### src/hw/rtl/baro_sensor_compensation_macros.svh
// Assertion macros used by the compensation block's controller.
`ifndef BARO_SENSOR_COMPENSATION_MACROS_SVH
`define BARO_SENSOR_COMPENSATION_MACROS_SVH
`ifndef SYNTHESIS
`define BSC_ASSERT(lbl, clk_s, rst_s, prop, msg) \
	lbl: assert property (@(posedge clk_s) disable iff (!rst_s) prop) else $error(msg);
`define BSC_ASSERT_NEVER(lbl, clk_s, rst_s, cond, msg) \
	lbl: assert property (@(posedge clk_s) disable iff (!rst_s) !(cond)) else $error(msg);
`else
`define BSC_ASSERT(lbl, clk_s, rst_s, prop, msg)
`define BSC_ASSERT_NEVER(lbl, clk_s, rst_s, cond, msg)
`endif
`endif

### src/hw/rtl/bsc_pkg.sv
// Types, constants and helper functions of the pressure and temperature compensation.
package bsc_pkg;

	localparam int unsigned RawW  = 20;
	localparam int unsigned CoefW = 48;
	localparam int unsigned WordW = 64;
	localparam int unsigned TempW = 32;
	localparam int unsigned CfgIdxW = 2;

	localparam logic [CfgIdxW-1:0] REG_TEMP    = 2'd0;
	localparam logic [CfgIdxW-1:0] REG_PRESS_A = 2'd1;
	localparam logic [CfgIdxW-1:0] REG_PRESS_B = 2'd2;
	localparam logic [CfgIdxW-1:0] REG_PRESS_C = 2'd3;

	localparam logic [WordW-1:0] FineOffset = 64'd128000;
	localparam logic [WordW-1:0] RawFull    = 64'd1048576;
	localparam logic [WordW-1:0] PressScale = 64'd3125;
	localparam logic [WordW-1:0] DenBias    = 64'd1 << 47;
	localparam logic [TempW-1:0] TempRound  = 32'd128;
	localparam logic [WordW-1:0] TempMul    = 64'd5;

	typedef enum logic [3:0] {
		ST_T0, ST_T1, ST_T2, ST_T3,
		ST_P0, ST_P1, ST_P2, ST_P3, ST_P4,
		ST_P5, ST_P6, ST_P7, ST_P8, ST_P9
	} step_t;

	typedef enum logic [2:0] {
		S_IDLE, S_START, S_STEP, S_WAIT, S_CHK, S_DIV_GO, S_DIV_WAIT, S_OUT
	} state_t;

	typedef struct packed {
		logic  load;
		logic  mul_start;
		logic  div_start;
		step_t step;
	} cmd_t;

	typedef struct packed {
		logic mul_done;
		logic div_done;
		logic den_zero;
		logic want_t;
		logic want_p;
	} status_t;

	// Arithmetic right shifts on raw bit vectors.
	function automatic logic [TempW-1:0] asr32(logic [TempW-1:0] x, int unsigned n);
		return TempW'($signed(x) >>> n);
	endfunction

	function automatic logic [WordW-1:0] asr64(logic [WordW-1:0] x, int unsigned n);
		return WordW'($signed(x) >>> n);
	endfunction

	// One 16-bit calibration field, sign-extended or zero-extended to a full word.
	function automatic logic [WordW-1:0] coef(logic [CoefW-1:0] r, int unsigned k, logic sgn);
		logic [15:0] v;
		v = r[16*k +: 16];
		return sgn ? WordW'($signed(v)) : WordW'(v);
	endfunction

endpackage

### src/hw/rtl/bsc_in_if.sv
// Input channel carrying raw readings and request flags.
interface bsc_in_if;
	logic                           valid;
	logic                           ready;
	logic [bsc_pkg::RawW-1:0]       raw_temperature;
	logic [bsc_pkg::RawW-1:0]       raw_pressure;
	logic                           want_temperature;
	logic                           want_pressure;

	modport source (output valid, raw_temperature, raw_pressure, want_temperature,
		want_pressure, input ready);
	modport sink (input valid, raw_temperature, raw_pressure, want_temperature,
		want_pressure, output ready);
endinterface

### src/hw/rtl/bsc_out_if.sv
// Output channel carrying compensated temperature and pressure.
interface bsc_out_if;
	logic                            valid;
	logic                            ready;
	logic signed [bsc_pkg::TempW-1:0] temperature_centi;
	logic [bsc_pkg::TempW-1:0]       pressure_q24_8;
	logic                            temperature_valid;
	logic                            pressure_valid;

	modport source (output valid, temperature_centi, pressure_q24_8, temperature_valid,
		pressure_valid, input ready);
	modport sink (input valid, temperature_centi, pressure_q24_8, temperature_valid,
		pressure_valid, output ready);
endinterface

### src/hw/rtl/baro_sensor_compensation.sv
// Each accepted input beat runs up to 14 multiply steps and at most one radix-2 division; a zero
// divisor skips the remaining steps. Short multipliers finish their steps sooner.
// One item is in flight at a time; the result beat waits for ready, and the next input beat is
// taken the cycle after the result beat.
// Reset: arst_n clears the controller, the calibration registers and fine temperature to zero.
module baro_sensor_compensation (
	input  logic                           clk,
	input  logic                           arst_n,
	bsc_in_if.sink                         in_ch,
	bsc_out_if.source                      out_ch,
	input  logic                           cfg_we,
	input  logic [bsc_pkg::CfgIdxW-1:0]    cfg_index,
	input  logic [bsc_pkg::CoefW-1:0]      cfg_data
);
	bsc_pkg::cmd_t    cmd;
	bsc_pkg::status_t st;
	logic [bsc_pkg::TempW-1:0] temp_raw;

	bsc_ctrl u_ctrl (
		.clk       (clk),
		.arst_n    (arst_n),
		.in_valid  (in_ch.valid),
		.in_ready  (in_ch.ready),
		.out_valid (out_ch.valid),
		.out_ready (out_ch.ready),
		.st        (st),
		.cmd       (cmd)
	);

	bsc_dp u_dp (
		.clk               (clk),
		.arst_n            (arst_n),
		.cfg_we            (cfg_we),
		.cfg_index         (cfg_index),
		.cfg_data          (cfg_data),
		.raw_temperature   (in_ch.raw_temperature),
		.raw_pressure      (in_ch.raw_pressure),
		.want_temperature  (in_ch.want_temperature),
		.want_pressure     (in_ch.want_pressure),
		.cmd               (cmd),
		.st                (st),
		.temperature_centi (temp_raw),
		.pressure_q24_8    (out_ch.pressure_q24_8),
		.temperature_valid (out_ch.temperature_valid),
		.pressure_valid    (out_ch.pressure_valid)
	);

	assign out_ch.temperature_centi = $signed(temp_raw);
endmodule

### src/hw/rtl/bsc_mul.sv
// Iterative shift-and-add multiplier giving the low 64 bits of a product.
module bsc_mul (
	input  logic                         clk,
	input  logic                         arst_n,
	input  logic                         start,
	input  logic [bsc_pkg::WordW-1:0]    a,
	input  logic [bsc_pkg::WordW-1:0]    b,
	output logic                         done,
	output logic [bsc_pkg::WordW-1:0]    prod
);
	logic                      busy_q;
	logic [bsc_pkg::WordW-1:0] a_q;
	logic [bsc_pkg::WordW-1:0] b_q;
	logic [bsc_pkg::WordW-1:0] p_q;

	// Finished once no multiplier bits remain.
	assign done = busy_q && (b_q == '0);
	assign prod = p_q;

	always_ff @(posedge clk or negedge arst_n) begin
		if (!arst_n) begin
			busy_q <= 1'b0;
		end else if (start) begin
			busy_q <= 1'b1;
		end else if (done) begin
			busy_q <= 1'b0;
		end
	end

	// One multiplier bit per cycle.
	always_ff @(posedge clk) begin
		if (start) begin
			a_q <= a;
			b_q <= b;
			p_q <= '0;
		end else if (busy_q && !done) begin
			if (b_q[0]) begin
				p_q <= p_q + a_q;
			end
			a_q <= a_q << 1;
			b_q <= b_q >> 1;
		end
	end
endmodule

### src/hw/rtl/bsc_div.sv
// Signed 64-bit restoring divider, one quotient bit per cycle, truncating toward zero.
module bsc_div (
	input  logic                         clk,
	input  logic                         arst_n,
	input  logic                         start,
	input  logic [bsc_pkg::WordW-1:0]    num,
	input  logic [bsc_pkg::WordW-1:0]    den,
	output logic                         done,
	output logic [bsc_pkg::WordW-1:0]    quo
);
	localparam int unsigned CntW = $clog2(bsc_pkg::WordW + 1);

	logic                      busy_q;
	logic [CntW-1:0]           cnt_q;
	logic                      neg_q;
	logic [bsc_pkg::WordW-1:0] ad_q;
	logic [bsc_pkg::WordW-1:0] rem_q;
	logic [bsc_pkg::WordW-1:0] q_q;
	logic [bsc_pkg::WordW:0]   rem_sh;
	logic                      fits;

	assign rem_sh = {rem_q, q_q[bsc_pkg::WordW-1]};
	assign fits   = rem_sh >= {1'b0, ad_q};
	assign done   = busy_q && (cnt_q == CntW'(bsc_pkg::WordW));
	assign quo    = neg_q ? (~q_q + 1'b1) : q_q;

	always_ff @(posedge clk or negedge arst_n) begin
		if (!arst_n) begin
			busy_q <= 1'b0;
			cnt_q  <= '0;
		end else if (start) begin
			busy_q <= 1'b1;
			cnt_q  <= '0;
		end else if (done) begin
			busy_q <= 1'b0;
		end else if (busy_q) begin
			cnt_q <= cnt_q + 1'b1;
		end
	end

	// Magnitudes at start, then one restoring step per cycle.
	always_ff @(posedge clk) begin
		if (start) begin
			neg_q <= num[bsc_pkg::WordW-1] ^ den[bsc_pkg::WordW-1];
			ad_q  <= den[bsc_pkg::WordW-1] ? (~den + 1'b1) : den;
			q_q   <= num[bsc_pkg::WordW-1] ? (~num + 1'b1) : num;
			rem_q <= '0;
		end else if (busy_q && !done) begin
			rem_q <= fits ? bsc_pkg::WordW'(rem_sh - {1'b0, ad_q})
				: rem_sh[bsc_pkg::WordW-1:0];
			q_q   <= {q_q[bsc_pkg::WordW-2:0], fits};
		end
	end
endmodule

### src/hw/rtl/bsc_dp.sv
// Datapath: calibration registers, working registers, multiplier, divider and results.
module bsc_dp (
	input  logic                              clk,
	input  logic                              arst_n,
	input  logic                              cfg_we,
	input  logic [bsc_pkg::CfgIdxW-1:0]       cfg_index,
	input  logic [bsc_pkg::CoefW-1:0]         cfg_data,
	input  logic [bsc_pkg::RawW-1:0]          raw_temperature,
	input  logic [bsc_pkg::RawW-1:0]          raw_pressure,
	input  logic                              want_temperature,
	input  logic                              want_pressure,
	input  bsc_pkg::cmd_t                     cmd,
	output bsc_pkg::status_t                  st,
	output logic [bsc_pkg::TempW-1:0]         temperature_centi,
	output logic [bsc_pkg::TempW-1:0]         pressure_q24_8,
	output logic                              temperature_valid,
	output logic                              pressure_valid
);
	localparam int unsigned W = bsc_pkg::WordW;
	localparam int unsigned T = bsc_pkg::TempW;

	logic [bsc_pkg::CoefW-1:0] tc_q, pa_q, pb_q, pc_q;
	logic [T-1:0]              ft_q;
	logic [bsc_pkg::RawW-1:0]  rt_q, rp_q;
	logic [W-1:0]              ra_q, rb_q, rc_q, rd_q;
	logic [T-1:0]              tout_q, pout_q;
	logic                      tv_q, pv_q;

	logic [W-1:0] mul_a, mul_b, prod, quo, pv1, hval, num;
	logic [T-1:0] t1, ta, td, p32;
	logic         mul_done, div_done;

	// Calibration registers and the stored fine temperature.
	always_ff @(posedge clk or negedge arst_n) begin
		if (!arst_n) begin
			tc_q <= '0;
			pa_q <= '0;
			pb_q <= '0;
			pc_q <= '0;
			ft_q <= '0;
		end else begin
			if (cfg_we) begin
				unique case (cfg_index)
					bsc_pkg::REG_TEMP:    tc_q <= cfg_data;
					bsc_pkg::REG_PRESS_A: pa_q <= cfg_data;
					bsc_pkg::REG_PRESS_B: pb_q <= cfg_data;
					bsc_pkg::REG_PRESS_C: pc_q <= cfg_data;
					default: ;
				endcase
			end
			if (mul_done && cmd.step == bsc_pkg::ST_T2) begin
				ft_q <= ra_q[T-1:0] + bsc_pkg::asr32(prod[T-1:0], 14);
			end
		end
	end

	// Operand preparation.
	assign t1   = T'(bsc_pkg::coef(tc_q, 0, 1'b0));
	assign ta   = T'(rt_q >> 3) - (t1 << 1);
	assign td   = T'(rt_q >> 4) - t1;
	assign pv1  = W'($signed(ft_q)) - bsc_pkg::FineOffset;
	assign hval = bsc_pkg::asr64(rd_q, 13);
	assign num  = ((bsc_pkg::RawFull - W'(rp_q)) << 31) - rb_q;

	// Multiplier operands for each step.
	always_comb begin
		mul_a = '0;
		mul_b = '0;
		unique case (cmd.step)
			bsc_pkg::ST_T0: begin mul_a = W'(ta); mul_b = bsc_pkg::coef(tc_q, 1, 1'b1); end
			bsc_pkg::ST_T1: begin mul_a = W'(td); mul_b = W'(td); end
			bsc_pkg::ST_T2: begin mul_a = rb_q; mul_b = bsc_pkg::coef(tc_q, 2, 1'b1); end
			bsc_pkg::ST_T3: begin mul_a = W'(ft_q); mul_b = bsc_pkg::TempMul; end
			bsc_pkg::ST_P0: begin mul_a = pv1; mul_b = pv1; end
			bsc_pkg::ST_P1: begin mul_a = ra_q; mul_b = bsc_pkg::coef(pb_q, 2, 1'b1); end
			bsc_pkg::ST_P2: begin mul_a = pv1; mul_b = bsc_pkg::coef(pb_q, 1, 1'b1); end
			bsc_pkg::ST_P3: begin mul_a = ra_q; mul_b = bsc_pkg::coef(pa_q, 2, 1'b1); end
			bsc_pkg::ST_P4: begin mul_a = pv1; mul_b = bsc_pkg::coef(pa_q, 1, 1'b1); end
			bsc_pkg::ST_P5: begin
				mul_a = ra_q + bsc_pkg::DenBias;
				mul_b = bsc_pkg::coef(pa_q, 0, 1'b0);
			end
			bsc_pkg::ST_P6: begin mul_a = num; mul_b = bsc_pkg::PressScale; end
			bsc_pkg::ST_P7: begin mul_a = hval; mul_b = hval; end
			bsc_pkg::ST_P8: begin mul_a = ra_q; mul_b = bsc_pkg::coef(pc_q, 2, 1'b1); end
			bsc_pkg::ST_P9: begin mul_a = rd_q; mul_b = bsc_pkg::coef(pc_q, 1, 1'b1); end
			default: ;
		endcase
	end

	bsc_mul u_mul (
		.clk    (clk),
		.arst_n (arst_n),
		.start  (cmd.mul_start),
		.a      (mul_a),
		.b      (mul_b),
		.done   (mul_done),
		.prod   (prod)
	);

	bsc_div u_div (
		.clk    (clk),
		.arst_n (arst_n),
		.start  (cmd.div_start),
		.num    (ra_q),
		.den    (rc_q),
		.done   (div_done),
		.quo    (quo)
	);

	// Final pressure: sum of the corrections, scaled, plus the offset term.
	assign p32 = T'(bsc_pkg::asr64(rd_q + ra_q + bsc_pkg::asr64(prod, 19), 8)
		+ (bsc_pkg::coef(pc_q, 0, 1'b1) << 4));

	// Input capture and step write-back.
	always_ff @(posedge clk) begin
		if (cmd.load) begin
			rt_q   <= raw_temperature;
			rp_q   <= raw_pressure;
			tv_q   <= want_temperature;
			pv_q   <= want_pressure;
			tout_q <= '0;
			pout_q <= '0;
		end
		if (div_done) begin
			rd_q <= quo;
		end
		if (mul_done) begin
			unique case (cmd.step)
				bsc_pkg::ST_T0: ra_q <= W'(bsc_pkg::asr32(prod[T-1:0], 11));
				bsc_pkg::ST_T1: rb_q <= W'(bsc_pkg::asr32(prod[T-1:0], 12));
				bsc_pkg::ST_T2: ;
				bsc_pkg::ST_T3: tout_q <= bsc_pkg::asr32(prod[T-1:0] + bsc_pkg::TempRound, 8);
				bsc_pkg::ST_P0: ra_q <= prod;
				bsc_pkg::ST_P1: rb_q <= prod;
				bsc_pkg::ST_P2: rb_q <= rb_q + (prod << 17) + (bsc_pkg::coef(pb_q, 0, 1'b1) << 35);
				bsc_pkg::ST_P3: ra_q <= bsc_pkg::asr64(prod, 8);
				bsc_pkg::ST_P4: ra_q <= ra_q + (prod << 12);
				bsc_pkg::ST_P5: rc_q <= bsc_pkg::asr64(prod, 33);
				bsc_pkg::ST_P6: ra_q <= prod;
				bsc_pkg::ST_P7: ra_q <= prod;
				bsc_pkg::ST_P8: ra_q <= bsc_pkg::asr64(prod, 25);
				bsc_pkg::ST_P9: pout_q <= p32;
				default: ;
			endcase
		end
	end

	assign st.mul_done = mul_done;
	assign st.div_done = div_done;
	assign st.den_zero = (rc_q == '0);
	assign st.want_t   = tv_q;
	assign st.want_p   = pv_q;

	assign temperature_centi = tout_q;
	assign pressure_q24_8    = pout_q;
	assign temperature_valid = tv_q;
	assign pressure_valid    = pv_q;
endmodule

### src/hw/rtl/bsc_ctrl.sv
// Controller: sequences the compensation steps and runs the handshakes.
`include "baro_sensor_compensation_macros.svh"
module bsc_ctrl (
	input  logic              clk,
	input  logic              arst_n,
	input  logic              in_valid,
	output logic              in_ready,
	output logic              out_valid,
	input  logic              out_ready,
	input  bsc_pkg::status_t  st,
	output bsc_pkg::cmd_t     cmd
);
	bsc_pkg::state_t state_q, state_d;
	bsc_pkg::step_t  step_q, step_d;

	always_ff @(posedge clk or negedge arst_n) begin
		if (!arst_n) begin
			state_q <= bsc_pkg::S_IDLE;
			step_q  <= bsc_pkg::ST_T0;
		end else begin
			state_q <= state_d;
			step_q  <= step_d;
		end
	end

	// Next state and commands.
	always_comb begin
		state_d       = state_q;
		step_d        = step_q;
		in_ready      = 1'b0;
		out_valid     = 1'b0;
		cmd.load      = 1'b0;
		cmd.mul_start = 1'b0;
		cmd.div_start = 1'b0;
		cmd.step      = step_q;
		unique case (state_q)
			bsc_pkg::S_IDLE: begin
				in_ready = 1'b1;
				if (in_valid) begin
					cmd.load = 1'b1;
					state_d  = bsc_pkg::S_START;
				end
			end
			bsc_pkg::S_START: begin
				if (st.want_t) begin
					step_d  = bsc_pkg::ST_T0;
					state_d = bsc_pkg::S_STEP;
				end else if (st.want_p) begin
					step_d  = bsc_pkg::ST_P0;
					state_d = bsc_pkg::S_STEP;
				end else begin
					state_d = bsc_pkg::S_OUT;
				end
			end
			bsc_pkg::S_STEP: begin
				cmd.mul_start = 1'b1;
				state_d       = bsc_pkg::S_WAIT;
			end
			bsc_pkg::S_WAIT: begin
				if (st.mul_done) begin
					state_d = bsc_pkg::S_STEP;
					unique case (step_q)
						bsc_pkg::ST_T0: step_d = bsc_pkg::ST_T1;
						bsc_pkg::ST_T1: step_d = bsc_pkg::ST_T2;
						bsc_pkg::ST_T2: step_d = bsc_pkg::ST_T3;
						bsc_pkg::ST_T3: begin
							if (st.want_p) begin
								step_d = bsc_pkg::ST_P0;
							end else begin
								state_d = bsc_pkg::S_OUT;
							end
						end
						bsc_pkg::ST_P0: step_d = bsc_pkg::ST_P1;
						bsc_pkg::ST_P1: step_d = bsc_pkg::ST_P2;
						bsc_pkg::ST_P2: step_d = bsc_pkg::ST_P3;
						bsc_pkg::ST_P3: step_d = bsc_pkg::ST_P4;
						bsc_pkg::ST_P4: step_d = bsc_pkg::ST_P5;
						bsc_pkg::ST_P5: state_d = bsc_pkg::S_CHK;
						bsc_pkg::ST_P6: state_d = bsc_pkg::S_DIV_GO;
						bsc_pkg::ST_P7: step_d = bsc_pkg::ST_P8;
						bsc_pkg::ST_P8: step_d = bsc_pkg::ST_P9;
						bsc_pkg::ST_P9: state_d = bsc_pkg::S_OUT;
						default: state_d = bsc_pkg::S_OUT;
					endcase
				end
			end
			bsc_pkg::S_CHK: begin
				// A zero divisor leaves the pressure at zero.
				if (st.den_zero) begin
					state_d = bsc_pkg::S_OUT;
				end else begin
					step_d  = bsc_pkg::ST_P6;
					state_d = bsc_pkg::S_STEP;
				end
			end
			bsc_pkg::S_DIV_GO: begin
				cmd.div_start = 1'b1;
				state_d       = bsc_pkg::S_DIV_WAIT;
			end
			bsc_pkg::S_DIV_WAIT: begin
				if (st.div_done) begin
					step_d  = bsc_pkg::ST_P7;
					state_d = bsc_pkg::S_STEP;
				end
			end
			bsc_pkg::S_OUT: begin
				out_valid = 1'b1;
				if (out_ready) begin
					state_d = bsc_pkg::S_IDLE;
				end
			end
			default: state_d = bsc_pkg::S_IDLE;
		endcase
	end

	`BSC_ASSERT(a_accept_leaves_idle, clk, arst_n, (in_valid && in_ready) |=> !in_ready, "accepted beat did not start work")
	`BSC_ASSERT(a_out_returns_idle, clk, arst_n, (out_valid && out_ready) |=> in_ready, "delivered beat did not return to idle")
	`BSC_ASSERT_NEVER(a_ready_and_valid, clk, arst_n, in_ready && out_valid, "input taken while a result waits")
	`BSC_ASSERT_NEVER(a_mul_in_idle, clk, arst_n, in_ready && st.mul_done, "multiplier finished with no step running")
endmodule

### src/flat_wrapper.sv
// flat-port wrapper written by rule: the top's interface ports become plain ports
module baro_sensor_compensation_flat 
  (clk, arst_n, cfg_we, cfg_index, cfg_data, in_ch_valid, in_ch_raw_temperature, in_ch_raw_pressure, in_ch_want_temperature, in_ch_want_pressure, in_ch_ready, out_ch_valid, out_ch_temperature_centi, out_ch_pressure_q24_8, out_ch_temperature_valid, out_ch_pressure_valid, out_ch_ready);
  bsc_in_if in_ch_i ();
  bsc_out_if out_ch_i ();
  input  logic clk;
  input  logic arst_n;
  input  logic cfg_we;
  input  logic [bsc_pkg::CfgIdxW-1:0] cfg_index;
  input  logic [bsc_pkg::CoefW-1:0] cfg_data;
  input wire logic [$bits(in_ch_i.valid)-1:0] in_ch_valid;
  input wire logic [$bits(in_ch_i.raw_temperature)-1:0] in_ch_raw_temperature;
  input wire logic [$bits(in_ch_i.raw_pressure)-1:0] in_ch_raw_pressure;
  input wire logic [$bits(in_ch_i.want_temperature)-1:0] in_ch_want_temperature;
  input wire logic [$bits(in_ch_i.want_pressure)-1:0] in_ch_want_pressure;
  output wire logic [$bits(in_ch_i.ready)-1:0] in_ch_ready;
  output wire logic [$bits(out_ch_i.valid)-1:0] out_ch_valid;
  output wire logic [$bits(out_ch_i.temperature_centi)-1:0] out_ch_temperature_centi;
  output wire logic [$bits(out_ch_i.pressure_q24_8)-1:0] out_ch_pressure_q24_8;
  output wire logic [$bits(out_ch_i.temperature_valid)-1:0] out_ch_temperature_valid;
  output wire logic [$bits(out_ch_i.pressure_valid)-1:0] out_ch_pressure_valid;
  input wire logic [$bits(out_ch_i.ready)-1:0] out_ch_ready;
  assign in_ch_i.valid = in_ch_valid;
  assign in_ch_i.raw_temperature = in_ch_raw_temperature;
  assign in_ch_i.raw_pressure = in_ch_raw_pressure;
  assign in_ch_i.want_temperature = in_ch_want_temperature;
  assign in_ch_i.want_pressure = in_ch_want_pressure;
  assign in_ch_ready = in_ch_i.ready;
  assign out_ch_valid = out_ch_i.valid;
  assign out_ch_temperature_centi = out_ch_i.temperature_centi;
  assign out_ch_pressure_q24_8 = out_ch_i.pressure_q24_8;
  assign out_ch_temperature_valid = out_ch_i.temperature_valid;
  assign out_ch_pressure_valid = out_ch_i.pressure_valid;
  assign out_ch_i.ready = out_ch_ready;
  baro_sensor_compensation u_core (.clk(clk), .arst_n(arst_n), .in_ch(in_ch_i), .out_ch(out_ch_i), .cfg_we(cfg_we), .cfg_index(cfg_index), .cfg_data(cfg_data));
endmodule
### config.mk
export PLATFORM = sky130hd
export DESIGN_NAME = baro_sensor_compensation_flat
export DESIGN_NICKNAME = d
export VERILOG_FILES = /design/src/hw/rtl/bsc_pkg.sv /design/src/hw/rtl/bsc_in_if.sv /design/src/hw/rtl/bsc_out_if.sv /design/src/hw/rtl/baro_sensor_compensation.sv /design/src/hw/rtl/bsc_mul.sv /design/src/hw/rtl/bsc_div.sv /design/src/hw/rtl/bsc_dp.sv /design/src/hw/rtl/bsc_ctrl.sv /design/src/flat_wrapper.sv
export VERILOG_INCLUDE_DIRS = /design/src /design/src/hw/rtl
export SDC_FILE = /design/constraint.sdc
export NUM_CORES = 2
export LEC_CHECK = 0
export ABC_CLOCK_PERIOD_IN_PS = 7570
export BUFFER_PORTS_ARGS = -buffer_cell sky130_fd_sc_hd__buf_2
export CAP_MARGIN = 40
export CORE_ASPECT_RATIO = 1.1
export CORE_UTILIZATION = 60
export CTS_BUF_LIST = sky130_fd_sc_hd__clkbuf_2 sky130_fd_sc_hd__clkbuf_4 sky130_fd_sc_hd__clkbuf_8
export CTS_CLUSTER_SIZE = 14
export DETAILED_ROUTE_END_ITERATION = 6
export PLACE_DENSITY_LB_ADDON = 0.12
export SLEW_MARGIN = 25
export SYNTH_ARGS = -nofsm -noshare
export SYNTH_HDL_FRONTEND = slang
export SYNTH_SLANG_ARGS = --single-unit
### constraint.sdc
create_clock -name clk -period 7.57 [get_ports clk]
set_input_delay 0 -clock clk [delete_from_list [all_inputs] [get_ports clk]]
set_output_delay 0 -clock clk [all_outputs]
set_load 0.01 [all_outputs]
Word level (Yosys, flattened, before mapping)
Cells that the tools add are included.
W data, S select, Z words.
{"block": "classes", "muxes": 49, "n_eq_ne": 31, "multipliers": 0, "reduce_logical": 35, "n_bitwise": 4, "order_cmp": 1, "shift": 0, "div_mod_pow": 0, "addsub": 20}
{"cell": "$pmux W64 S14", "n": 1}
{"cell": "$pmux W64 S10", "n": 1}
{"cell": "$mux W64", "n": 9}
{"cell": "$pmux W64 S5", "n": 1}
{"cell": "$add A64 B64 Y64", "n": 4}
{"cell": "$add A64 B1 Y64 const B", "n": 3}
{"cell": "$mux W32", "n": 6}
{"cell": "$not A64 Y64", "n": 3}
{"cell": "$pmux W64 S3", "n": 1}
{"cell": "$logic_not A64 Y1", "n": 2}
{"cell": "$sub A64 B64 Y64", "n": 2}
{"cell": "$add A40 B40 Y40", "n": 2}
{"cell": "$ge A65 B64 Y1", "n": 1}
{"cell": "$add A64 B48 Y64 const B", "n": 1}
{"cell": "$mux W63", "n": 1}
{"cell": "$pmux W4 S11", "n": 1}
{"cell": "$sub A32 B18 Y33 const B", "n": 1}
{"cell": "$add A32 B20 Y32", "n": 1}
{"cell": "$add A32 B32 Y32", "n": 1}
{"cell": "$add A32 B8 Y32 const B", "n": 1}
{"cell": "$eq A4 B4 Y1 const B", "n": 6}
{"cell": "$pmux W3 S8", "n": 1}
{"cell": "$sub A21 B20 Y22 const A", "n": 1}
{"cell": "$mux W3", "n": 7}
{"cell": "35 further kinds", "n": 82}
{"block": "totals", "latchBits": 0, "register_bits": 954, "mem_bits_ro": 0, "word_cells": 168, "inputBits": 97, "ram_bits": 0, "mem_count": 0, "output_inout_bits": 68}

Longest topological paths before layout
{"block": "depth", "word_depth": 6, "mapped_depth": 30, "ltp_nobuf": 29}

Cells and area by module
A second synthesis with hierarchy kept.
{"block": "unflattened", "cells_unflattened": 7177, "area_unflattened_um2": 67542.3}
{"mod": "bsc_dp", "cells_per_inst": 4001, "area_each_um2": 39024.9, "seq_area_each_um2": 14754.2, "instances": 1}
{"mod": "bsc_div", "cells_per_inst": 1973, "area_each_um2": 16341.9, "seq_area_each_um2": 5355.1, "instances": 1}
{"mod": "bsc_mul", "cells_per_inst": 1108, "area_each_um2": 11387.2, "seq_area_each_um2": 5149.9, "instances": 1}
{"mod": "bsc_ctrl", "cells_per_inst": 95, "area_each_um2": 788.3, "seq_area_each_um2": 175.2, "instances": 1}

Least setup slack after synthesis
Ideal clock, no wire load.
{"block": "synth_path", "kind": "register to register", "start": "register u_core.u_dp.u_mul.p_q (netlist bit u_core.u_dp.u_mul.prod[26])", "end": "register u_core.u_dp.pout_q[30], in the netlist u_core.u_dp.pressure_q24_8[30]", "arrival_time_ps": 6011, "path_stages_with_launch": 29, "slack_ps": 1430, "setup_ps": 129, "required_ps": 7441, "path_buffers": 1, "period_less_slack_ps": 6140, "path_cell_list": "dfxtp_1 -> clkbuf_1 -> inv_1 -> fa_1 -> inv_1 -> ha_1 -> a2111o_1 -> a21oi_1 -> o21a_1 -> or3_1 -> o21ai_0 -> a21boi_0 -> nor2_1 -> o31a_1 -> nor4_1 -> nor2_1 -> xnor2_1 -> ha_1 -> or2_2 -> a21oi_1 -> a21oi_1 -> a211oi_1 -> a21oi_1 -> or4b_2 -> a31oi_1 -> o21ai_0 -> a21oi_1 -> xor2_1 -> o21ai_0"}
{"block": "synth_between", "elab_chain_len": 4}
{"element": "start, declared", "line_no": "bsc_mul.sv:14", "rtl": "logic [bsc_pkg::WordW-1:0] p_q;"}
{"element": "start signal, assigned", "line_no": "bsc_mul.sv:38", "rtl": "p_q <= p_q + a_q;"}
{"element": "$add A40 B40 Y40", "line_no": "bsc_dp.sv:112", "rtl": "assign p32 = T'(bsc_pkg::asr64(rd_q + ra_q + bsc_pkg::asr64(prod, 19), 8)"}
{"element": "$add A32 B20 Y32", "line_no": "bsc_dp.sv:113", "rtl": "+ (bsc_pkg::coef(pc_q, 0, 1'b1) << 4));"}
{"element": "$mux W32", "line_no": "bsc_dp.sv:129", "rtl": "unique case (cmd.step)"}
{"element": "$mux W32", "line_no": "bsc_dp.sv:128", "rtl": "if (mul_done) begin"}
{"element": "end signal, assigned", "line_no": "bsc_dp.sv:143", "rtl": "bsc_pkg::ST_P9: pout_q <= p32;"}
{"element": "end, declared", "line_no": "bsc_dp.sv:26", "rtl": "logic [T-1:0] tout_q, pout_q;"}
No other way between the ends.
A chain may end at the register's enable or synchronous reset.

Worst setup path after layout
{"block": "layout_path", "start": "register u_core.u_dp.ra_q[6]", "end": "register u_core.u_dp.pout_q[30], in the netlist u_core.u_dp.pressure_q24_8[30]"}
{"block": "layout_between", "elab_chain_len": 5}
{"element": "start, declared", "line_no": "bsc_dp.sv:25", "rtl": "logic [W-1:0] ra_q, rb_q, rc_q, rd_q;"}
{"element": "start signal, assigned", "line_no": "bsc_dp.sv:130", "rtl": "bsc_pkg::ST_T0: ra_q <= W'(bsc_pkg::asr32(prod[T-1:0], 11));"}
{"element": "start signal, assigned", "line_no": "bsc_dp.sv:134", "rtl": "bsc_pkg::ST_P0: ra_q <= prod;"}
{"element": "start signal, assigned", "line_no": "bsc_dp.sv:137", "rtl": "bsc_pkg::ST_P3: ra_q <= bsc_pkg::asr64(prod, 8);"}
{"element": "$add A40 B40 Y40 (2 in series)", "line_no": "bsc_dp.sv:112"}
{"element": "$add A32 B20 Y32", "line_no": "bsc_dp.sv:113"}
{"element": "$mux W32", "line_no": "bsc_dp.sv:129"}
{"element": "$mux W32", "line_no": "bsc_dp.sv:128"}
No other way between the ends.

==> impl_metrics.yaml <==
run_status:
  outcome: "finished with violations"
  failed_checks: "design-rule violations"
sta:
  setup_violations: 0
  finalWorstSetupSlack_ps: 818
  tightest_slew_ps: 994
  setup_tns_ps: 0
  clock.fmax_mhz: 148
  fin_crit_ps: 6750
  slew_violations: 0
  fin_crit_sh_pct: 89.2
  timing_hold_violations_final: 0
  fin_skew_ps: 51.0
  rsz0062_at_grt: "false"
  slew_headroom_pct: 33.8
critical_path:
  r2r_cells: 27
  reg2reg_to: "u_core.u_dp.pressure_q24_8[30]"
  cp.required_ps: 8340
  crit_fanout: 6
  worstSetupPathType: "register to register"
  path_common_cell: "a21oi_1"
  critical_path_arrival_ps: 7520
  critical-path-slowest-cell: "or4b_2"
  end_kind: "register"
  cp_top_family: "compound AO/OA/AOI/OAI gates"
  slowest_delay_ps: 660
  r2r_slack_ps: 820
  path_buf_inv: 2
  regToRegStartpoint: "u_core.u_dp.ra_q[6]"
  crit_path_start_kind: "register"
route:
  drc_errors: 7
  drtPass1Iterations: 7
  first_iter_violations: 7754
  via_count: 60000
  via_per_inst: 6.88
  final_antenna_net_count: 0
  wire_per_inst_um: 29.3
  wl_mm: 256
global_route:
  grt_max_degree: 168
  grt_use_total_pct: 46.2
  grt_pass1_vias: 57200
  antenna_found_initial: 34
  grt_overflow: 0
  grt_pass1_wl_mm: 370
yosys:
  synth.avg_cell_area_um2: 9.43
  netlist_instances: 6831
  synth_edf_count: 519
  ys_warn_count: 0
  syn_area_mm2: 0.0644
  async_flop_share_pct: 25.2
  yosys_most_used_dff: "edfxtp_1"
  yosysSeqAreaShare_pct: 39.5
  synth_cell_type_count: 86
  ys_seq_elements: 951
clocking:
  cts_root_buf: "clkbuf_8"
  clkTransAtPathRegs_ps: 60
  postCtsSetupRepairBufs: 0
  h-tree-depth: 4
  post_cts_resize_count: 0
  clockBufferDepth: 3
  clock_latency_ps: 940
  cts_tree: "yes"
  clock_sinks: 951
  cts_made_buffers: 165
  cts_hold_buffers: 176
power:
  p_leak_nw: 31.0
  p_per_area_mw_per_mm2: 376
  peakVddDrop_uv: 309
floorplan:
  rows: 125
  start_util_pct: 60.8
  die_x_um: 314
  io_pins: 165
  die_area_mm2: 0.109
  core_area_mm2: 0.106
  die_y_um: 346
layout:
  syn_to_final_growth_pct: 12.9
  fin_nets: 7723
  drive_gt1_share_pct: 12.2
hold_path:
  hold_path.class: "primary input to register"
  worstHoldEndpoint: "u_core.u_dp.tc_q[15]"
  hp-start: "cfg_data[15]"
  min_path_cells: 4
job:
  maxCapViolations: 0
place:
  dp_slack_ps: 903
  port_buffers: 161
  detailed_place_hpwl_mm: 181
  gp_congestion: 1.07
-- power by group --
group | leakage, nW | switching, mW | internal [mW]
combinational | 19.5 | 9.48 | 5.10
clock | 1.93 | 2.45 | 2.84
sequential | 9.48 | 0.822 | 6.67
-- cell usage in the layout (no fill, tap or decap), types with 67 or more instances in the layout --
cell type,Yosys,routed
clkbuf_8,0,190
nor2_1,275,264
buf_2,6,163
ha_1,394,394
mux2i_1,68,68
mux2_2,181,181
nand4_1,75,75
edfxtp_1,519,519
nand2_1,751,742
fa_1,73,73
o31ai_1,67,67
a21oi_1,537,534
buf_4,0,135
a22oi_1,104,104
nand3_1,188,187
xnor2_1,320,320
xor2_1,242,242
dfxtp_1,192,192
a21o_1,234,234
o21ai_0,613,611
a221oi_1,79,79
inv_1,243,240
a22o_1,70,70
dlygate4sd3_1,0,175
dfrtp_1,240,240
nor3_1,105,99
-- cell usage after synthesis (14+ instances only) --
| cell | n | area (µm²) |
|---|---|---|
| a221o_1 | 29 | 290 |
| a22oi_1 | 104 | 781 |
| buf_1 | 40 | 150 |
| and2_1 | 37 | 231 |
| xor2_1 | 242 | 2120 |
| o211ai_1 | 35 | 263 |
| xnor2_1 | 320 | 2800 |
| mux2i_1 | 68 | 681 |
| a31oi_1 | 59 | 369 |
| fa_1 | 73 | 1460 |
| nor2b_1 | 50 | 313 |
| a22o_1 | 70 | 613 |
| o21ai_0 | 613 | 3070 |
| dfrtp_1 | 240 | 6010 |
| mux2_2 | 181 | 2040 |
| dfxtp_1 | 192 | 3840 |
| edfxtp_1 | 519 | 15600 |
| o2111ai_1 | 35 | 307 |
| ha_1 | 394 | 4930 |
| nand2_1 | 751 | 2820 |
| or2_2 | 39 | 244 |
| a211oi_1 | 39 | 293 |
| clkbuf_1 | 313 | 1170 |
| or3_1 | 45 | 282 |
| o21bai_1 | 56 | 420 |
| a221oi_1 | 79 | 692 |
| nor3_1 | 105 | 526 |
| o31ai_1 | 67 | 503 |
| o21a_1 | 31 | 233 |
| or4_1 | 30 | 225 |
| nand4_1 | 75 | 469 |
| a222oi_1 | 51 | 510 |
| and3_1 | 52 | 325 |
| nor4_1 | 43 | 269 |
| a21oi_1 | 537 | 2690 |
| a21o_1 | 234 | 1760 |
| nand2b_1 | 56 | 350 |
| nand3_1 | 188 | 941 |
| o41ai_1 | 30 | 263 |
| nor2_1 | 275 | 1030 |
| nor3b_1 | 14 | 105 |
| inv_1 | 243 | 912 |
-- layer usage --
metal	up-vias	GRT usage, %	routed length (µm)
met4	28	40.5	26000
met3	1225	14.0	29400
met2	3932	68.5	110000
li1	26100	-	-
met5	-	0.134	211
met1	28700	54.0	89900
-- worst max path at each step --
stage                                from                              to  slack (ps)  cells after the start
4_1_cts               u_core.u_dp.ra_q[6]  u_core.u_dp.pressure_q24_8[30]         890                     27
3_3_place_gp          u_core.u_dp.ra_q[6]  u_core.u_dp.pressure_q24_8[30]         980                     27
3_5_place_dp          u_core.u_dp.ra_q[6]  u_core.u_dp.pressure_q24_8[30]         900                     27
5_1_grt               u_core.u_dp.ra_q[7]  u_core.u_dp.pressure_q24_8[30]         440                     27
2_1_floorplan  u_core.u_dp.u_mul.prod[26]  u_core.u_dp.pressure_q24_8[30]        1430                     28
6_report              u_core.u_dp.ra_q[6]  u_core.u_dp.pressure_q24_8[30]         820                     27
-- worst register-to-register path: stages, from the launching register on --
cell      delay, ps
edfxtp_1        470
inv_1           140
fa_1            550
inv_1            40
ha_1            210
a2111o_1        420
a21oi_1         120
o21a_1          200
or3_1           220
o21ai_0         210
a21boi_0        340
nor2_1          110
o31a_1          300
nor4_1          350
nor2_1          120
xnor2_1         150
ha_1            340
or2_2           310
a21oi_1         150
a21oi_1          70
a211oi_1        240
a21oi_1         120
or4b_2          660
a31oi_1         240
o21ai_0         120
a21oi_1         190
xor2_1          150
o21ai_0          80
-- cell families (layout without fill, tap and decap cells) --
group	count (synthesis)	count (layout)	share of synthesized area, %
other	1	55	0.00582
muxes	249	249	4.22
and+or+nand+nor	1805	1805	13.3
adders and majority gates	467	467	9.92
xor gates and xnor gates	562	562	7.64
AOI/OAI and AO/OA	2191	2191	21.9
DFF	951	951	39.5
buffers and inverters	605	1043	3.55
-- cell type report --
type	count	area [µm²]
inverter	245	921
antenna	26	65.1
tap	1397	1750
multi-input combinational	5303	37000
clock inverter	56	576
fill	8411	33300
sequential	951	25400
timing repair buffer	493	3910
clock buffer	249	3060
-- through the flow --
stage,power [mW],area (µm²),util [%],std cells,hold slack [ps]
2_1_floorplan,16.2,64500,-,6859,-296
3_3_place_gp,21.0,66900,63.1,8191,54.3
3_5_place_dp,21.2,67100,63.3,8202,55.4
4_1_cts,26.6,72600,68.4,8683,46.3
5_1_grt,28.4,72700,68.5,8699,115
6_report,27.4,72700,68.6,8720,106
-- state kept, by name (all words and copies together) (netlist names), 64 cells and up --
signal                   count
u_core.u_dp.ra_q            64
u_core.u_dp.rb_q            64
u_core.u_dp.rd_q            64
u_core.u_dp.u_div.ad_q      64
u_core.u_dp.u_div.q_q       64
u_core.u_dp.u_div.rem_q     64
u_core.u_dp.u_mul.a_q       64
u_core.u_dp.u_mul.b_q       64
u_core.u_dp.u_mul.prod      64
Power figures use the tool's default switching activity.
